`config.mk`:
```
export PLATFORM = sky130hd
export DESIGN_NAME = adaptive_voice_threshold_detector
export DESIGN_NICKNAME = d
export VERILOG_FILES = /design/src/design/avtd_pkg.sv /design/src/design/avtd_history.sv /design/src/design/adaptive_voice_threshold_detector.sv
export SDC_FILE = /design/constraint.sdc
export NUM_CORES = 2
export LEC_CHECK = 0
export BUFFER_PORTS_ARGS = -buffer_cell sky130_fd_sc_hd__buf_2
export CORE_MARGIN = 2
export CORE_UTILIZATION = 60
export CTS_BUF_LIST = sky130_fd_sc_hd__clkbuf_8
export CTS_CLUSTER_SIZE = 25
export DETAILED_ROUTE_END_ITERATION = 8
export GPL_TIMING_DRIVEN = 0
export HOLD_SLACK_MARGIN = 0.15
export PLACE_DENSITY = 0.75
export SETUP_SLACK_MARGIN = 0.2
export SLEW_MARGIN = 10
export SYNTH_ARGS = -nofsm -noshare
export SYNTH_HDL_FRONTEND = slang
export SYNTH_SLANG_ARGS = --single-unit
```
`constraint.sdc`:
```
create_clock -name clk -period 4.95 [get_ports clk]
set_clock_uncertainty 0.2 [all_clocks]
set_input_delay 0.2475 -clock clk [delete_from_list [all_inputs] [get_ports clk]]
set_output_delay 0.2475 -clock clk [all_outputs]
set_load 0.02 [all_outputs]
```
`src/design/avtd_pkg.sv`:
```
// Shared constants and types of the adaptive voice threshold detector.
// Used by the top level and the history scan unit; depends on nothing.
package avtd_pkg;

  localparam int HistoryDepthDefault = 64;
  localparam int PeakWidth           = 16;
  localparam int ThrWidth            = 15;
  localparam int TickWidth           = 3;
  localparam int ProdWidth           = 18;

  localparam logic [ThrWidth-1:0]  FloorReset   = 15'd300;
  localparam logic [ThrWidth-1:0]  CeilingReset = 15'd3000;
  localparam logic [ThrWidth-1:0]  InitReset    = 15'd1000;
  localparam logic [TickWidth-1:0] TickLast     = 3'd7;

  // Register indexes on the configuration port.
  localparam logic [1:0] RegFloor   = 2'd0;
  localparam logic [1:0] RegCeiling = 2'd1;
  localparam logic [1:0] RegInit    = 2'd2;

  typedef struct packed {
    logic                        done;
    logic signed [PeakWidth-1:0] low;
  } scan_result_t;

endpackage

```
`src/design/avtd_history.sv`:
```
// Peak history memory with a sequential minimum scan over all entries.
// Depends on avtd_pkg for widths and the scan result type.
module avtd_history #(
  parameter int DEPTH = avtd_pkg::HistoryDepthDefault
) (
  input  logic                                  clk,
  input  logic                                  rst,
  input  logic                                  wr_en,
  input  logic [$clog2(DEPTH)-1:0]              wr_addr,
  input  logic signed [avtd_pkg::PeakWidth-1:0] wr_data,
  input  logic                                  start,
  output avtd_pkg::scan_result_t                result
);

  localparam int AW = $clog2(DEPTH);

  logic signed [avtd_pkg::PeakWidth-1:0] mem [DEPTH];
  logic signed [avtd_pkg::PeakWidth-1:0] rd_data;
  logic signed [avtd_pkg::PeakWidth-1:0] low;
  logic [AW-1:0]                         cnt;
  logic                                  busy;
  logic                                  pend;
  logic                                  first;
  logic                                  done;

  always_ff @(posedge clk) begin
    if (wr_en) begin
      mem[wr_addr] <= wr_data;
    end
    rd_data <= mem[cnt];
  end

  // Read data is registered, so it lags the address; pend marks it valid.
  always_ff @(posedge clk) begin
    if (rst) begin
      busy  <= 1'b0;
      pend  <= 1'b0;
      first <= 1'b0;
      done  <= 1'b0;
      cnt   <= '0;
    end else begin
      pend <= busy;
      done <= pend && !busy;
      if (start) begin
        busy  <= 1'b1;
        first <= 1'b1;
        cnt   <= '0;
      end else if (busy) begin
        if (cnt == AW'(DEPTH - 1)) begin
          busy <= 1'b0;
        end else begin
          cnt <= cnt + 1'b1;
        end
      end
      if (pend) begin
        first <= 1'b0;
      end
    end
  end

  always_ff @(posedge clk) begin
    if (pend && (first || rd_data < low)) begin
      low <= rd_data;
    end
  end

  assign result.done = done;
  assign result.low  = low;

endmodule

```
`src/design/adaptive_voice_threshold_detector.sv`:
```
// Channel   | Direction | Payload
// s_axis    | in        | frame_peak, operation
// m_axis    | out       | is_voice, threshold_now, estimate_ready
// APB       | in/out    | threshold_floor, threshold_ceiling, initial_threshold
//
// An item that does not trigger a recomputation closes the input until its result leaves the holding stage.
// A recomputation reads every history entry once through the single read port;
// the input takes no new item until the scan, multiply and clamp are done.
// A finished result waits in a holding stage while the output register is stalled.
// Reset is synchronous; the history memory is not cleared as it is only scanned when full.
module adaptive_voice_threshold_detector #(
  parameter int HISTORY_DEPTH = avtd_pkg::HistoryDepthDefault
) (
  input  logic        clk,
  input  logic        rst,
  input  logic        s_tvalid,
  output logic        s_tready,
  input  logic [23:0] s_tdata,   // [15:0] frame_peak, [16] operation, [23:17] zero
  output logic        m_tvalid,
  input  logic        m_tready,
  output logic [23:0] m_tdata,   // [0] is_voice, [15:1] threshold_now, [16] estimate_ready
  input  logic        psel,
  input  logic        penable,
  input  logic        pwrite,
  input  logic [3:0]  paddr,
  input  logic [31:0] pwdata,
  output logic [31:0] prdata,
  output logic        pready
);

  localparam int AW = $clog2(HISTORY_DEPTH);
  localparam int FW = $clog2(HISTORY_DEPTH + 1);
  localparam int TW = avtd_pkg::ThrWidth;
  localparam int PW = avtd_pkg::ProdWidth;

  typedef enum logic [1:0] {ST_IDLE, ST_SCAN, ST_MUL, ST_CLAMP} state_t;

  state_t                                state;
  logic [TW-1:0]                         thr_floor;
  logic [TW-1:0]                         thr_ceiling;
  logic [TW-1:0]                         thr_init;
  logic [TW-1:0]                         threshold;
  logic                                  ready_flag;
  logic [AW-1:0]                         write_pointer;
  logic [FW-1:0]                         fill_count;
  logic [FW-1:0]                         fill_next;
  logic [avtd_pkg::TickWidth-1:0]        update_tick;
  logic signed [PW-1:0]                  prod;
  logic signed [PW-1:0]                  clamp_lo;
  logic signed [PW-1:0]                  clamp_hi;
  logic                                  res_valid;
  logic                                  res_voice;
  logic                                  out_valid;
  logic [23:0]                           out_data;
  logic                                  accept;
  logic                                  observe;
  logic                                  cfg_wr;
  logic signed [avtd_pkg::PeakWidth-1:0] peak;
  logic                                  voice;
  logic                                  scan_start;
  avtd_pkg::scan_result_t                scan;

  assign peak     = s_tdata[15:0];
  assign voice    = peak > $signed({1'b0, threshold});
  assign s_tready = (state == ST_IDLE) && !res_valid;
  assign accept   = s_tvalid && s_tready;
  assign observe  = accept && s_tdata[16];
  assign cfg_wr   = psel && penable && pwrite && pready;
  assign pready   = 1'b1;

  assign fill_next  = (fill_count < FW'(HISTORY_DEPTH)) ? fill_count + 1'b1 : fill_count;
  assign scan_start = observe && (fill_next == FW'(HISTORY_DEPTH)) &&
                      (update_tick == avtd_pkg::TickLast);

  // Floor first, then ceiling, so the ceiling wins when the two cross.
  always_comb begin
    clamp_lo = (prod < $signed(PW'(thr_floor))) ? $signed(PW'(thr_floor)) : prod;
    clamp_hi = (clamp_lo > $signed(PW'(thr_ceiling))) ? $signed(PW'(thr_ceiling)) : clamp_lo;
  end

  always_comb begin
    case (paddr[3:2])
      avtd_pkg::RegFloor:   prdata = {17'd0, thr_floor};
      avtd_pkg::RegCeiling: prdata = {17'd0, thr_ceiling};
      avtd_pkg::RegInit:    prdata = {17'd0, thr_init};
      default:              prdata = '0;
    endcase
  end

  avtd_history #(
    .DEPTH(HISTORY_DEPTH)
  ) u_history (
    .clk     (clk),
    .rst     (rst),
    .wr_en   (observe),
    .wr_addr (write_pointer),
    .wr_data (peak),
    .start   (scan_start),
    .result  (scan)
  );

  always_ff @(posedge clk) begin
    if (rst) begin
      state         <= ST_IDLE;
      thr_floor     <= avtd_pkg::FloorReset;
      thr_ceiling   <= avtd_pkg::CeilingReset;
      thr_init      <= avtd_pkg::InitReset;
      threshold     <= avtd_pkg::InitReset;
      ready_flag    <= 1'b0;
      write_pointer <= '0;
      fill_count    <= '0;
      update_tick   <= '0;
      res_valid     <= 1'b0;
      out_valid     <= 1'b0;
    end else begin
      if (cfg_wr) begin
        case (paddr[3:2])
          avtd_pkg::RegFloor:   thr_floor   <= pwdata[TW-1:0];
          avtd_pkg::RegCeiling: thr_ceiling <= pwdata[TW-1:0];
          avtd_pkg::RegInit: begin
            thr_init <= pwdata[TW-1:0];
            if (!ready_flag) begin
              threshold <= pwdata[TW-1:0];
            end
          end
          default: ;
        endcase
      end

      if (res_valid && (!out_valid || m_tready)) begin
        out_valid <= 1'b1;
        out_data  <= {7'd0, ready_flag, threshold, res_voice};
        res_valid <= 1'b0;
      end else if (out_valid && m_tready) begin
        out_valid <= 1'b0;
      end

      case (state)
        ST_IDLE: begin
          if (accept) begin
            res_voice <= voice;
            if (observe) begin
              write_pointer <= (write_pointer == AW'(HISTORY_DEPTH - 1)) ?
                               '0 : write_pointer + 1'b1;
              fill_count    <= fill_next;
              if (fill_next == FW'(HISTORY_DEPTH)) begin
                update_tick <= update_tick + 1'b1;
              end
            end
            if (scan_start) begin
              state <= ST_SCAN;
            end else begin
              res_valid <= 1'b1;
            end
          end
        end
        ST_SCAN: begin
          if (scan.done) begin
            prod  <= (PW'($signed(scan.low)) <<< 1) + PW'($signed(scan.low));
            state <= ST_MUL;
          end
        end
        ST_MUL: begin
          state <= ST_CLAMP;
        end
        ST_CLAMP: begin
          threshold  <= clamp_hi[TW-1:0];
          ready_flag <= 1'b1;
          res_valid  <= 1'b1;
          state      <= ST_IDLE;
        end
        default: state <= ST_IDLE;
      endcase
    end
  end

  assign m_tvalid = out_valid;
  assign m_tdata  = out_data;

endmodule

```
==> results.yml <==
outcome:
  status: "finished, final reports clean"
sta:
  setup_violations: 0
  finalMaxSlewViolations: 0
  fin_crit_sh_pct: 92.25
  max-slew-margin-rel_pct: 10.03
  rsz0062_at_grt: "no"
  timing.fmax_mhz: 219.0
  period_minus_slack_ps: 4567
  tightestPinTransition_ps: 1350
  timing.final.hold_violations: 0
cts:
  numCtsBuffers: 182
  clk-insertion-delay-late_ps: 850
  h-tree-depth: 4
  clock_sinks: 1183
  clkTransAtPathRegs_ps: 70
  clock_path_buffers: 3
  cts-root-buf: "clkbuf_8"
  cts_tree: "yes"
critical_path:
  crit_chain: "inv_1 > ha_1 > a21o_1 > a21oi_1 > nor2b_1 > o21ai_1 > o211a_1 > ha_1 > buf_2 > buf_6 > mux2_2 > ha_1 > nand4_1 > a211oi_1 > o31ai_2 > o311ai_4 > a21bo_2 > clkbuf_2 > o221a_2"
  crit_arrival_ps: 5090
  cp.required_ps: 5480
  critPathLaunchType: "flip-flop"
  critical_path.max_fanout: 10
  end_kind: "flip-flop"
  slowest_stage: "dfxtp_1"
  crit_type: "reg2reg"
  max_stage_delay_ps: 410
  cpMostUsedCell: "ha_1"
drt:
  drc: 0
  ant_nets: 0
  drt-initial-drc-count: 3841
  first_pass_iters: 6
  wl_per_cell_um: 31.44
  wl_um: 131700
  viasPerCell: 6.483
  via_count: 27150
global_route:
  track_usage_pct: 33.09
  antenna_found_initial: 2
  grt_pass1_wl_um: 188900
  grt_max_degree: 67
  grt-ovfl-total: 0
  grt_pass1_vias: 26980
pwr:
  power.total_mw: 19.36
  switching_share_pct: 22.00
  power.internal_mw: 15.10
  p_per_area_nw_per_um2: 355.3
  pwr-share-seq_pct: 56.8
  power.leakage_nw: 17.93
  irDropWorstVdd_v: 0.0002920
  p_switching_mw: 4.259
  p_comb_share_pct: 3.2
  clkPwrFrac_pct: 40.0
floorplan:
  die_area_um2: 81180
  io-pin-count: 126
  core_area_um2: 78610
  dieHeight_um: 284.9
  start_util_pct: 60.23
  die_w_um: 284.9
  rows: 103
logic_synthesis:
  synth_cell_types: 69
  syn_avg_cell_area_um2: 18.40
  yosysWarnings: 0
  ys_ff_latch: 1183
  yosysSeqAreaShare_pct: 72.76
  syn_area_um2: 47350
  synth_edf_count: 1076
  ys.flop_type: "edfxtp_1"
  synthArstFlopShare_pct: 0
  synthCells: 2574
place:
  dpl.hpwl_um: 89090
  place_inst: 3785
  portBuffers: 73
  gp_congestion: 0.9971
finish:
  final_cells: 4188
  seq_area_um2: 34450
  n_fill_cell: 4923
  final_util_pct: 69.31
  final_layout_size_suffix_gt1_share_pct: 25.63
  fin_nets: 3138
  areaGrowthSynthToFinish_pct: 15.08
  multiInputGateArea_um2: 12100
min_path:
  min_path_type: "reg2reg"
run:
  cap_violations: 0
-- path summary, 6_finish.rpt --
kind                                                    from                          to  slack (ps)  cells after the start
worst max-delay path              thr_floor[11]$_SDFFE_PP0P_   threshold[1]$_SDFFE_PP0P_         380                     19
worst min-delay path            u_history.rd_data[5]$_DFF_P_  u_history.low[5]$_DFFE_PP_         230                      0
worst max register to register    thr_floor[11]$_SDFFE_PP0P_   threshold[1]$_SDFFE_PP0P_         380                     19
worst min register to register  u_history.rd_data[5]$_DFF_P_  u_history.low[5]$_DFFE_PP_         230                      0
-- through the flow --
| step | cell area [um^2] | TNS, ps | setup WS (ps) | hold WS [ps] |
|---|---|---|---|---|
| after floorplan | 47440 | 0 | 705.8 | 146.4 |
| after global placement | 49110 | -998.6 | -98.80 | 202.0 |
| after detailed placement | 50260 | -1768 | -149.5 | 225.1 |
| after CTS | 54420 | 0 | 233.2 | 204.8 |
| after global routing | 54490 | 0 | 238.7 | 229.7 |
| final | 54490 | 0 | 383.4 | 231.4 |
-- cell type report --
type	count	share of cell area [%]
Multi-Input combinational cell	1176	22.20
Inverter	80	0.5511
Antenna cell	1	0.004593
Buffer	158	1.499
Clock inverter	140	1.451
Tap cell	1050	2.411
Timing Repair Buffer	205	3.722
Clock buffer	195	4.925
Sequential cell	1183	63.23
-- cell usage in the layout (no fill, tap or decap), types with 20 or more instances in the layout --
cell and n:
edfxtp_1 1076, mux4_2 256, clkbuf_8 195, inv_1 131, a22oi_1 128, nand2_1 125, dfxtp_1 106, ha_1 84
buf_2 81, nand3_1 81, clkbuf_1 75, dlygate4sd3_1 66, nor2_2 65, a21oi_1 58, buf_8 56, clkinv_1 55
nor2_1 52, buf_4 51, o21ai_0 26, conb_1 25, nor2b_1 24, mux2i_1 20
-- critical path, delay by kind of cell (launching register included) --
family                   cells  cell delay, ps
multiplexers                 1             310
adder cells (fa/ha/maj)      3             820
AND/OR/NAND/NOR              2             260
buffers and inverters        4             570
flip-flops                   1             410
AO/OA/AOI/OAI                9            1900
-- routing by layer --
metal	share of wire, %	GRT usage [%]	vias to the layer above
met4	5.1	15.27	0
met2	48	52.51	1733
met3	10	7.120	276
met5	0	0	-
li1	-	-	11210
met1	37	44.64	13930
-- power groups by stage --
stage	logic, mW	registers, mW	clock network (mW)
CTS	0.616	11.0	7.82
global route	0.662	11.0	8.26
detailed placement	0.575	11.2	0
floorplan	0.235	11.2	0
finish	0.626	11.0	7.74
global placement	0.536	11.2	0
-- synth_stat cells, drive strengths merged, types with 13 or more instances --
library cell  instances  area (um^2)
nor3                 14        75.07
ha                   84         1051
clkbuf               77        289.0
xnor2                15        131.4
a211oi               14        105.1
o21ai                27        135.1
and4                 18        157.7
nand2               125        469.2
a22oi               129        982.2
buf                  81        518.0
a21oi                59        295.3
nor2b                24        150.1
xor2                 13        113.9
nand3                83        420.4
edfxtp             1076        32310
mux2                 14        157.7
mux2i                20        200.2
dfxtp               107         2142
inv                  79        296.5
mux4                256         5766
nor2                117        439.2
a21o                 13        97.59
o211ai               19        142.6
-- registers in the layout, indices dropped and copies added (netlist names), 3 cells and up --
| signal | cells |
|---|---|
| u_history.low | 16 |
| u_history.cnt | 6 |
| prod | 18 |
| write_pointer | 6 |
| thr_init | 15 |
| threshold | 15 |
| fill_count | 7 |
| thr_ceiling | 15 |
| m_tdata | 17 |
| u_history.rd_data | 16 |
| u_history.mem | 1024 |
| update_tick | 3 |
| thr_floor | 15 |
-- repair_timing --
action | 4_1_cts | 5_1_grt
hold buffers | 66 | 0
gates resized for setup | 8 | 11
hold endpoints to repair | 1068 | 0
endpoints found under the setup margin | 15 | 15
pin swaps | 0 | 1
setup buffers | 0 | 1
-- cells by family after synthesis --
family                     after synthesis  synth area share (%)
other                                    2               0.01586
muxes                                  290                 12.93
DFF                                   1183                 72.76
buffers and inverters                  238                 2.339
xor gates and xnor gates                28                0.5179
and+or+nand+nor                        436                 4.437
AOI/OAI and AO/OA                      312                 4.733
adders and majority gates               85                 2.262
(Power assumes the default switching activity.)
